**src/hw/rtl/gdfa_pkg.sv**
```systemverilog
// gdfa_pkg: shared types and constants of the gaussian density and flow accumulator
// register indexes, reset values, flow limits, sequencer codes and the multiplier request
// no dependencies
package gdfa_pkg;

  // configuration register indexes
  localparam logic [1:0] REG_CENTER_X   = 2'd0;
  localparam logic [1:0] REG_CENTER_Y   = 2'd1;
  localparam logic [1:0] REG_INV_RAD_SQ = 2'd2;
  localparam logic [1:0] REG_PEAK       = 2'd3;

  localparam logic [15:0] CENTER_X_RST   = 16'd3584;
  localparam logic [15:0] CENTER_Y_RST   = 16'd896;
  localparam logic [15:0] INV_RAD_SQ_RST = 16'd256;
  localparam logic [15:0] PEAK_RST       = 16'd5215;

  localparam logic signed [47:0] FLOW_MAX = 48'sh7FFF_FFFF_FFFF;
  localparam logic signed [47:0] FLOW_MIN = 48'sh8000_0000_0000;

  // sequencer codes
  localparam logic [3:0] S_IDLE   = 4'd0;
  localparam logic [3:0] S_DXX    = 4'd1;
  localparam logic [3:0] S_DYY    = 4'd2;
  localparam logic [3:0] S_SUM    = 4'd3;
  localparam logic [3:0] S_SCALE  = 4'd4;
  localparam logic [3:0] S_INDEX  = 4'd5;
  localparam logic [3:0] S_LOOKUP = 4'd6;
  localparam logic [3:0] S_WEIGHT = 4'd7;
  localparam logic [3:0] S_ROUND  = 4'd8;
  localparam logic [3:0] S_FLOWX  = 4'd9;
  localparam logic [3:0] S_FLOWY  = 4'd10;
  localparam logic [3:0] S_FINISH = 4'd11;

  localparam int unsigned MUL_A_W = 34;
  localparam int unsigned MUL_B_W = 18;
  localparam int unsigned PROD_W  = MUL_A_W + MUL_B_W;

  typedef struct packed {
    logic                      en;
    logic signed [MUL_A_W-1:0] a;
    logic signed [MUL_B_W-1:0] b;
  } mul_req_t;

endpackage

```
**src/hw/rtl/gdfa_in_if.sv**
```systemverilog
// gdfa_in_if: particle request channel, valid/ready with position, velocity
// and frame-end mark
// no dependencies
interface gdfa_in_if;
  logic               valid;
  logic               ready;
  logic signed [15:0] pos_x;
  logic signed [15:0] pos_y;
  logic signed [15:0] vel_x;
  logic signed [15:0] vel_y;
  logic               frame_last;

  modport source(output valid, pos_x, pos_y, vel_x, vel_y, frame_last, input ready);
  modport sink(input valid, pos_x, pos_y, vel_x, vel_y, frame_last, output ready);
endinterface

```
**src/hw/rtl/gdfa_out_if.sv**
```systemverilog
// gdfa_out_if: frame result channel, valid/ready with the four frame sums
// no dependencies
interface gdfa_out_if;
  logic               valid;
  logic               ready;
  logic        [31:0] density_sum;
  logic signed [47:0] flow_x_sum;
  logic signed [47:0] flow_y_sum;
  logic        [15:0] particle_count;

  modport source(output valid, density_sum, flow_x_sum, flow_y_sum, particle_count,
                 input ready);
  modport sink(input valid, density_sum, flow_x_sum, flow_y_sum, particle_count,
               output ready);
endinterface

```
**src/hw/rtl/gaussian_density_flow_accumulator.sv**
```systemverilog
// gaussian_density_flow_accumulator: top level, sequencer, config registers and
// saturating frame accumulators around one shared multiplier and the exp table
// depends on gdfa_pkg, gdfa_in_if, gdfa_out_if, gdfa_mul_unit, gdfa_exp_rom
//
//   channel    dir  handshake      payload
//   item_i     in   valid/ready    pos_x, pos_y, vel_x, vel_y, frame_last
//   result_o   out  valid/ready    density_sum, flow_x_sum, flow_y_sum, particle_count
//   cfg        in   cfg_we_i       cfg_idx_i, cfg_data_i
//
// one particle at a time: the accept plus 11 sequencer steps, set by
// seven dependent products through the one multiplier and the registered table read
// ready is high only while the sequencer idles
// a frame result sits in the output register; a final particle waits in its last
// step only while a previous result has not been taken
// reset clears config to defaults, accumulators to zero and the output valid
module gaussian_density_flow_accumulator
  import gdfa_pkg::*;
#(
  parameter int unsigned EXP_TABLE_ENTRIES = 256
) (
  input  logic        clk_i,
  input  logic        rst_ni,
  input  logic        cfg_we_i,
  input  logic [1:0]  cfg_idx_i,
  input  logic [15:0] cfg_data_i,
  gdfa_in_if.sink     item_i,
  gdfa_out_if.source  result_o
);

  localparam int unsigned IdxW = $clog2(EXP_TABLE_ENTRIES);

  // config registers
  logic signed [15:0] center_x_q, center_y_q;
  logic        [15:0] inv_rad_sq_q, peak_q;

  always_ff @(posedge clk_i or negedge rst_ni) begin
    if (!rst_ni) begin
      center_x_q   <= CENTER_X_RST;
      center_y_q   <= CENTER_Y_RST;
      inv_rad_sq_q <= INV_RAD_SQ_RST;
      peak_q       <= PEAK_RST;
    end else if (cfg_we_i) begin
      case (cfg_idx_i)
        REG_CENTER_X:   center_x_q   <= cfg_data_i;
        REG_CENTER_Y:   center_y_q   <= cfg_data_i;
        REG_INV_RAD_SQ: inv_rad_sq_q <= cfg_data_i;
        REG_PEAK:       peak_q       <= cfg_data_i;
        default: ;
      endcase
    end
  end

  // sequencer and datapath registers
  logic [3:0]         state_q, state_d;
  logic signed [16:0] dx_q, dy_q;
  logic signed [15:0] vel_x_q, vel_y_q;
  logic               last_q;
  logic [32:0]        d2_q;
  logic               far_q;
  logic [15:0]        w_q;

  logic [31:0]        density_q;
  logic signed [47:0] flow_x_q, flow_y_q;
  logic [15:0]        count_q;

  logic               out_valid_q;
  logic [31:0]        out_density_q;
  logic signed [47:0] out_flow_x_q, out_flow_y_q;
  logic [15:0]        out_count_q;

  mul_req_t                 mul_req;
  logic signed [PROD_W-1:0] prod;
  logic                     rom_en;
  logic [15:0]              rom_data;
  logic [15:0]              exp_val;
  logic [31:0]              round_sum;
  logic [32:0]              dens_sum;
  logic [31:0]              dens_sat;
  logic signed [47:0]       flow_x_sat, flow_y_sat;
  logic [15:0]              count_inc;
  logic                     accept;
  logic                     finish_go;
  logic                     emit;

  function automatic logic signed [47:0] flow_add(logic signed [47:0] acc,
                                                  logic signed [48:0] p);
    logic signed [48:0] s;
    s = {acc[47], acc} + p;
    if (s[48] != s[47]) begin
      return s[48] ? FLOW_MIN : FLOW_MAX;
    end
    return s[47:0];
  endfunction

  assign item_i.ready = (state_q == S_IDLE);
  assign accept       = item_i.valid && item_i.ready;
  // last step of a final particle must find the output register free
  assign finish_go    = (state_q == S_FINISH) &&
                        (!last_q || !out_valid_q || result_o.ready);
  assign emit         = finish_go && last_q;

  assign exp_val    = far_q ? 16'd0 : rom_data;
  assign round_sum  = prod[31:0] + 32'd32768;
  assign dens_sum   = {1'b0, density_q} + {17'd0, w_q};
  assign dens_sat   = dens_sum[32] ? 32'hFFFF_FFFF : dens_sum[31:0];
  assign flow_x_sat = flow_add(flow_x_q, prod[48:0]);
  assign flow_y_sat = flow_add(flow_y_q, prod[48:0]);
  assign count_inc  = (count_q == 16'hFFFF) ? count_q : count_q + 16'd1;
  assign rom_en     = (state_q == S_LOOKUP);

  always_comb begin
    state_d   = state_q;
    mul_req   = '{en: 1'b0, a: '0, b: '0};
    case (state_q)
      S_IDLE:   if (accept) state_d = S_DXX;
      S_DXX: begin
        mul_req = '{en: 1'b1, a: MUL_A_W'(dx_q), b: MUL_B_W'(dx_q)};
        state_d = S_DYY;
      end
      S_DYY: begin
        mul_req = '{en: 1'b1, a: MUL_A_W'(dy_q), b: MUL_B_W'(dy_q)};
        state_d = S_SUM;
      end
      S_SUM:    state_d = S_SCALE;
      S_SCALE: begin
        mul_req = '{en: 1'b1, a: {1'b0, d2_q}, b: {2'b00, inv_rad_sq_q}};
        state_d = S_INDEX;
      end
      S_INDEX: begin
        // table index = fraction below 16.0 scaled by the entry count
        mul_req = '{en: 1'b1, a: {6'd0, prod[27:0]}, b: MUL_B_W'(EXP_TABLE_ENTRIES)};
        state_d = S_LOOKUP;
      end
      S_LOOKUP: state_d = S_WEIGHT;
      S_WEIGHT: begin
        mul_req = '{en: 1'b1, a: {18'd0, peak_q}, b: {2'b00, exp_val}};
        state_d = S_ROUND;
      end
      S_ROUND:  state_d = S_FLOWX;
      S_FLOWX: begin
        mul_req = '{en: 1'b1, a: {18'd0, w_q}, b: {{2{vel_x_q[15]}}, vel_x_q}};
        state_d = S_FLOWY;
      end
      S_FLOWY: begin
        mul_req = '{en: 1'b1, a: {18'd0, w_q}, b: {{2{vel_y_q[15]}}, vel_y_q}};
        state_d = S_FINISH;
      end
      S_FINISH: if (finish_go) state_d = S_IDLE;
      default:  state_d = S_IDLE;
    endcase
  end

  always_ff @(posedge clk_i or negedge rst_ni) begin
    if (!rst_ni) begin
      state_q     <= S_IDLE;
      density_q   <= '0;
      flow_x_q    <= '0;
      flow_y_q    <= '0;
      count_q     <= '0;
      out_valid_q <= 1'b0;
    end else begin
      state_q <= state_d;
      if (result_o.ready) begin
        out_valid_q <= 1'b0;
      end
      if (state_q == S_FLOWX) begin
        density_q <= dens_sat;
      end
      if (state_q == S_FLOWY) begin
        flow_x_q <= flow_x_sat;
      end
      if (finish_go) begin
        if (last_q) begin
          out_valid_q <= 1'b1;
          density_q   <= '0;
          flow_x_q    <= '0;
          flow_y_q    <= '0;
          count_q     <= '0;
        end else begin
          flow_y_q <= flow_y_sat;
          count_q  <= count_inc;
        end
      end
    end
  end

  // payload registers
  always_ff @(posedge clk_i) begin
    if (accept) begin
      dx_q    <= {item_i.pos_x[15], item_i.pos_x} - {center_x_q[15], center_x_q};
      dy_q    <= {item_i.pos_y[15], item_i.pos_y} - {center_y_q[15], center_y_q};
      vel_x_q <= item_i.vel_x;
      vel_y_q <= item_i.vel_y;
      last_q  <= item_i.frame_last;
    end
    if (state_q == S_DYY) begin
      d2_q <= prod[32:0];
    end
    if (state_q == S_SUM) begin
      d2_q <= d2_q + prod[32:0];
    end
    if (state_q == S_INDEX) begin
      far_q <= (prod[PROD_W-1:28] != '0);
    end
    if (state_q == S_ROUND) begin
      w_q <= round_sum[31:16];
    end
    if (emit) begin
      out_density_q <= density_q;
      out_flow_x_q  <= flow_x_q;
      out_flow_y_q  <= flow_y_sat;
      out_count_q   <= count_inc;
    end
  end

  gdfa_mul_unit u_mul (
    .clk_i  (clk_i),
    .req_i  (mul_req),
    .prod_o (prod)
  );

  gdfa_exp_rom #(
    .Entries (EXP_TABLE_ENTRIES)
  ) u_exp_rom (
    .clk_i     (clk_i),
    .rd_en_i   (rom_en),
    .rd_addr_i (prod[28 +: IdxW]),
    .rd_data_o (rom_data)
  );

  assign result_o.valid          = out_valid_q;
  assign result_o.density_sum    = out_density_q;
  assign result_o.flow_x_sum     = out_flow_x_q;
  assign result_o.flow_y_sum     = out_flow_y_q;
  assign result_o.particle_count = out_count_q;

  // a result appears only out of the last step of a final particle
  a_emit_from_finish: assert property (@(posedge clk_i) disable iff (!rst_ni)
    $rose(out_valid_q) |-> $past(state_q == S_FINISH && last_q))
    else $error("result raised outside final particle step");

  // sums are empty right after a frame is emitted
  a_clear_after_emit: assert property (@(posedge clk_i) disable iff (!rst_ni)
    emit |=> (count_q == '0 && density_q == '0 && flow_x_q == '0 && flow_y_q == '0))
    else $error("accumulators not cleared after frame result");

  // a pending result is never overwritten
  a_no_overwrite: assert property (@(posedge clk_i) disable iff (!rst_ni)
    (out_valid_q && !result_o.ready) |-> !emit)
    else $error("frame result overwritten while pending");

  // particle count saturates and only restarts on a frame end
  a_count_sat: assert property (@(posedge clk_i) disable iff (!rst_ni)
    (count_q == 16'hFFFF && !emit) |=> count_q == 16'hFFFF)
    else $error("particle count wrapped");

endmodule

```
**src/hw/rtl/gdfa_exp_rom.sv**
```systemverilog
// gdfa_exp_rom: exp(-16k/Entries) table in unsigned Q0.16, built at elaboration
// registered read port
// no dependencies
module gdfa_exp_rom #(
  parameter int unsigned Entries = 256
) (
  input  logic                       clk_i,
  input  logic                       rd_en_i,
  input  logic [$clog2(Entries)-1:0] rd_addr_i,
  output logic [15:0]                rd_data_o
);

  typedef logic [15:0] rom_t [Entries];

  // step ratio exponent h = 16/Entries in Q0.32
  localparam logic [63:0] StepH = (64'd1 << 36) / Entries;

  function automatic rom_t build_rom();
    rom_t               t;
    logic [63:0]        term;
    logic signed [63:0] sum;
    logic [63:0]        r;
    logic [63:0]        v;
    logic [63:0]        q;
    term = 64'd1 << 32;
    sum  = 64'sd4294967296;
    for (int n = 1; n <= 14; n++) begin
      term = ((term * StepH) >> 32) / 64'(n);
      if (n % 2 == 1) begin
        sum = sum - $signed(term);
      end else begin
        sum = sum + $signed(term);
      end
    end
    r = $unsigned(sum);
    v = 64'd1 << 32;
    for (int k = 0; k < int'(Entries); k++) begin
      if (k > 0) begin
        v = (v * r + (64'd1 << 31)) >> 32;
      end
      q = (v + 64'd32768) >> 16;
      t[k] = (q > 64'd65535) ? 16'hFFFF : q[15:0];
    end
    return t;
  endfunction

  localparam rom_t ExpRom = build_rom();

  logic [15:0] rd_data_q;

  always_ff @(posedge clk_i) begin
    if (rd_en_i) begin
      rd_data_q <= ExpRom[rd_addr_i];
    end
  end

  assign rd_data_o = rd_data_q;

endmodule

```
**src/hw/rtl/gdfa_mul_unit.sv**
```systemverilog
// gdfa_mul_unit: shared signed 34 x 18 multiplier with registered product
// depends on gdfa_pkg
module gdfa_mul_unit
  import gdfa_pkg::*;
(
  input  logic                     clk_i,
  input  mul_req_t                 req_i,
  output logic signed [PROD_W-1:0] prod_o
);

  logic signed [MUL_A_W-1:0] op_a;
  logic signed [MUL_B_W-1:0] op_b;
  logic signed [PROD_W-1:0]  prod_d;
  logic signed [PROD_W-1:0]  prod_q;

  assign op_a   = req_i.a;
  assign op_b   = req_i.b;
  assign prod_d = PROD_W'(op_a) * PROD_W'(op_b);

  always_ff @(posedge clk_i) begin
    if (req_i.en) begin
      prod_q <= prod_d;
    end
  end

  assign prod_o = prod_q;

endmodule
```
**src/flat_wrapper.sv**
```systemverilog
// flat-port wrapper written by rule: the top's interface ports become plain ports
module gaussian_density_flow_accumulator_flat import gdfa_pkg::*;
#(
  parameter int unsigned EXP_TABLE_ENTRIES = 256
)
  (clk_i, rst_ni, cfg_we_i, cfg_idx_i, cfg_data_i, item_i_valid, item_i_pos_x, item_i_pos_y, item_i_vel_x, item_i_vel_y, item_i_frame_last, item_i_ready, result_o_valid, result_o_density_sum, result_o_flow_x_sum, result_o_flow_y_sum, result_o_particle_count, result_o_ready);
  gdfa_in_if item_i_i ();
  gdfa_out_if result_o_i ();
  input  logic clk_i;
  input  logic rst_ni;
  input  logic cfg_we_i;
  input  logic [1:0] cfg_idx_i;
  input  logic [15:0] cfg_data_i;
  input wire logic [$bits(item_i_i.valid)-1:0] item_i_valid;
  input wire logic [$bits(item_i_i.pos_x)-1:0] item_i_pos_x;
  input wire logic [$bits(item_i_i.pos_y)-1:0] item_i_pos_y;
  input wire logic [$bits(item_i_i.vel_x)-1:0] item_i_vel_x;
  input wire logic [$bits(item_i_i.vel_y)-1:0] item_i_vel_y;
  input wire logic [$bits(item_i_i.frame_last)-1:0] item_i_frame_last;
  output wire logic [$bits(item_i_i.ready)-1:0] item_i_ready;
  output wire logic [$bits(result_o_i.valid)-1:0] result_o_valid;
  output wire logic [$bits(result_o_i.density_sum)-1:0] result_o_density_sum;
  output wire logic [$bits(result_o_i.flow_x_sum)-1:0] result_o_flow_x_sum;
  output wire logic [$bits(result_o_i.flow_y_sum)-1:0] result_o_flow_y_sum;
  output wire logic [$bits(result_o_i.particle_count)-1:0] result_o_particle_count;
  input wire logic [$bits(result_o_i.ready)-1:0] result_o_ready;
  assign item_i_i.valid = item_i_valid;
  assign item_i_i.pos_x = item_i_pos_x;
  assign item_i_i.pos_y = item_i_pos_y;
  assign item_i_i.vel_x = item_i_vel_x;
  assign item_i_i.vel_y = item_i_vel_y;
  assign item_i_i.frame_last = item_i_frame_last;
  assign item_i_ready = item_i_i.ready;
  assign result_o_valid = result_o_i.valid;
  assign result_o_density_sum = result_o_i.density_sum;
  assign result_o_flow_x_sum = result_o_i.flow_x_sum;
  assign result_o_flow_y_sum = result_o_i.flow_y_sum;
  assign result_o_particle_count = result_o_i.particle_count;
  assign result_o_i.ready = result_o_ready;
  gaussian_density_flow_accumulator #(.EXP_TABLE_ENTRIES(EXP_TABLE_ENTRIES)) u_core (.clk_i(clk_i), .rst_ni(rst_ni), .cfg_we_i(cfg_we_i), .cfg_idx_i(cfg_idx_i), .cfg_data_i(cfg_data_i), .item_i(item_i_i), .result_o(result_o_i));
endmodule
```
**config.mk**
```make
export PLATFORM = sky130hd
export DESIGN_NAME = gaussian_density_flow_accumulator_flat
export DESIGN_NICKNAME = d
export VERILOG_FILES = /design/src/hw/rtl/gdfa_pkg.sv /design/src/hw/rtl/gdfa_in_if.sv /design/src/hw/rtl/gdfa_out_if.sv /design/src/hw/rtl/gaussian_density_flow_accumulator.sv /design/src/hw/rtl/gdfa_exp_rom.sv /design/src/hw/rtl/gdfa_mul_unit.sv /design/src/flat_wrapper.sv
export SDC_FILE = /design/constraint.sdc
export NUM_CORES = 2
export LEC_CHECK = 0
export BUFFER_PORTS_ARGS = -buffer_cell sky130_fd_sc_hd__buf_4
export CAP_MARGIN = 5
export CORE_MARGIN = 2
export CORE_UTILIZATION = 40
export DETAILED_ROUTE_END_ITERATION = 6
export PLACE_DENSITY = 0.66
export SLEW_MARGIN = 5
export SYNTH_ARGS = -nofsm -noshare
export SYNTH_HDL_FRONTEND = slang
export SYNTH_SLANG_ARGS = --single-unit
```
**constraint.sdc**
```tcl
create_clock -name clk_i -period 9.25 [get_ports clk_i]
set_clock_uncertainty 0.1 [all_clocks]
set_input_delay 1.3875 -clock clk_i [delete_from_list [all_inputs] [get_ports clk_i]]
set_output_delay 1.3875 -clock clk_i [all_outputs]
set_load 0.005 [all_outputs]
```
==> out/qor.csv <==
metric;value;unit
status;finished, final reports clean;
vias;44353;
synth_flop_cell;edfxtp_1;
maxCapViolations;0;
cts.root.buffer_cell;clkbuf_16;
cts_htree_levels;2;
clock.fmax;0.1128;GHz
rr_startpoint;u_core.state_q[0]$_DFFE_PN0P_;
critical_path_arrival;9.18;ns
postRouteAntennaNets;0;
cts_resized;0;
cp_slowest_cell;nor2_1;
use_met1;0.3414;
clkSinkCount;542;
postSynthCellCount;5735;
grt_max_degree;103;
synth_area;53360;µm²
synth_warnings;0;
holdPathStages;2;
worst_path_largest_cell_delay;0.52;ns
synth_common_cells;inv_1, nand2_1, fa_1;
avgSynthCellArea;9.305;µm²
grt_pass1_wl;267900;µm
drtIter0Drc;4607;
cts_max_path_buffers;3;
clkLatencyLatePin;0.71;ns
synth_seq_cells;542;
drc_errors;0;
crit_path_start;u_core.state_q[0]$_DFFE_PN0P_;
tritoncts;built;
nFillCells;12620;
tns;0;ns
relSlewSlack;0.1570;
drive_above_1_share;0.1305;
synth_top_area_share;0.2221;
synth.most_common_cell;inv_1;
die_area;136300;µm²
design.core.area;133000;µm²
finalSetupViolCount;0;
wl_per_cell;22.45;µm
finalHoldViolations;0;
cpMostUsedCell;fa_1;
initial_core_util;0.4014;
reg2regPathDepth;31;
reg2reg_slack;0.39;ns
use_met2;0.3986;
critPathKind;register to register;
io_buffer_count;233;
ys_async_sr_fraction;0.3930;
busiest_layer;met2;
row_count;134;
place_congestion;1.031;
fin_crit_sh;0.9580;
worst_pin_slew;1.253;ns
totalWireLength;177200;µm
cts_setup_buffers;0;
grt_pass1_vias;44086;
numCtsBuffers;61;
fin_crit;8.861;ns
first_pass_iters;5;
synth_edf_count;329;
crit_required;9.57;ns
hold_class;register to register;
fin_nets;7064;
start_kind;register;
pin_count;234;
overflow;0;
synth_nets;6730;
finalMaxSlewViolations;0;
yosysSeqAreaShare;0.2854;
hp-start;u_core.flow_y_q[0]$_DFFE_PN0P_;
gr-usage-met3;0.06251;
path_clk_slew;0.06;ns
grt_use_total;0.2584;
rsz0062_at_grt;false;
synth_top_cell_by_area;fa_1;
hpwlAfterDp;140700;µm
timing.rr.end;u_core.u_mul.prod_o[48]$_DFFE_PN_;
die_y;369.3;µm
area_growth;14.62;%
antenna_found_initial;4;
postCtsHoldBufs;0;
placed_cell_area;58910;µm²
synth_cell_types;99;
hold_end;u_core.flow_y_q[0]$_DFFE_PN0P_;
synthTopCellsByArea;fa_1, edfxtp_1, dfrtp_1;
path_max_fanout;34;
viasPerCell;5.619;
dieWidth;369.3;µm
end_kind;register;
fin_area;61170;µm²
[state kept, by name, summed over array words and instances, names as in the netlist]
signal and count:
u_core.result_o.flow_y_sum 48, u_core.center_y_q 16, u_core.inv_rad_sq_q 16, u_core.far_q 1, u_core.dx_q 17, u_core.center_x_q 16
u_core.u_mul.prod_o 52, u_core.last_q 1, u_core.density_q 32, u_core.result_o.density_sum 32, u_core.count_q 16, u_core.w_q 16
u_core.result_o.flow_x_sum 48, u_core.d2_q 33, u_core.state_q 4, u_core.result_o.valid 1, u_core.vel_x_q 16, u_core.flow_y_q 48
u_core.flow_x_q 48, u_core.dy_q 17, u_core.peak_q 16, u_core.result_o.particle_count 16, u_core.vel_y_q 16, u_core.u_exp_rom.rd_data_o 16
[layer usage]
layer  share of wire  vias up  wire length [µm]
li1                -    19923                 -
met1            0.41    21938             71820
met2            0.44     2103             78380
met3           0.099      389             17610
met4           0.053        0              9403
met5               0        -                 0
[worst max-delay path: cells and delay by family, from the launching register on]
family,cells,cell delay [ns]
buffers and inverters,9,1.36
adders and majority gates,7,3.23
DFF,1,0.44
and+or+nand+nor,4,1.23
xor gates and xnor gates,1,0.15
AOI/OAI and AO/OA,10,2.05
[area by class of cell]
class / instances / area [µm²] / share of cell area
timing repair buffer: 550 / 4340 / 0.07096
antenna: 4 / 10.01 / 0.0001636
sequential: 542 / 15230 / 0.2490
tap: 1768 / 2212 / 0.03617
clock inverter: 44 / 611.8 / 0.01000
inverter: 834 / 3136 / 0.05126
multi-input combinational: 4080 / 34040 / 0.5565
clock buffer: 72 / 1588 / 0.02596
[logic make-up after synthesis]
kind of cell               Yosys count  share of synthesized area
DFF                                542                     0.2854
AOI/OAI and AO/OA                 1186                     0.1442
and+or+nand+nor                   1662                     0.1372
xor gates and xnor gates           239                    0.03951
buffers and inverters             1113                    0.07941
adders and majority gates          930                     0.3003
muxes                               63                    0.01400
[metrics by stage]
stage / setup slack, ns / util / cells / hold slack, ns
after floorplan: 0.9661 / - / 5735 / 0.3390
after CTS: 0.2242 / 0.4596 / 7890 / 0.3754
final: 0.3886 / 0.4601 / 7894 / 0.3894
after detailed placement: 0.2762 / 0.4431 / 7774 / 0.3718
after global placement: 0.2242 / 0.4431 / 7774 / 0.3581
after global routing: 0.03584 / 0.4600 / 7890 / 0.3909
[cells in the final DEF (no fill, tap or decap), drive strengths merged, types with 105 or more instances in the layout]
master and n:
dfrtp 198, nor2 528, xnor2 139, nand2 643
buf 550, o21ai 314, ha 315, a21oi 296
nand3 105, fa 592, nor3 107, edfxtp 329
inv 839
[worst max-delay path by stage]
stage	endpoint	cells past startpoint
after floorplan	u_core.u_mul.prod_o[51]$_DFFE_PN_	30
after global routing	u_core.u_mul.prod_o[51]$_DFFE_PN_	29
after detailed placement	u_core.u_mul.prod_o[51]$_DFFE_PN_	30
after CTS	u_core.u_mul.prod_o[51]$_DFFE_PN_	30
after global placement	u_core.u_mul.prod_o[51]$_DFFE_PN_	30
final	u_core.u_mul.prod_o[48]$_DFFE_PN_	31
Power is not shown: default switching activity piles up to over one toggle a cycle in this logic, so the estimate is an artifact.
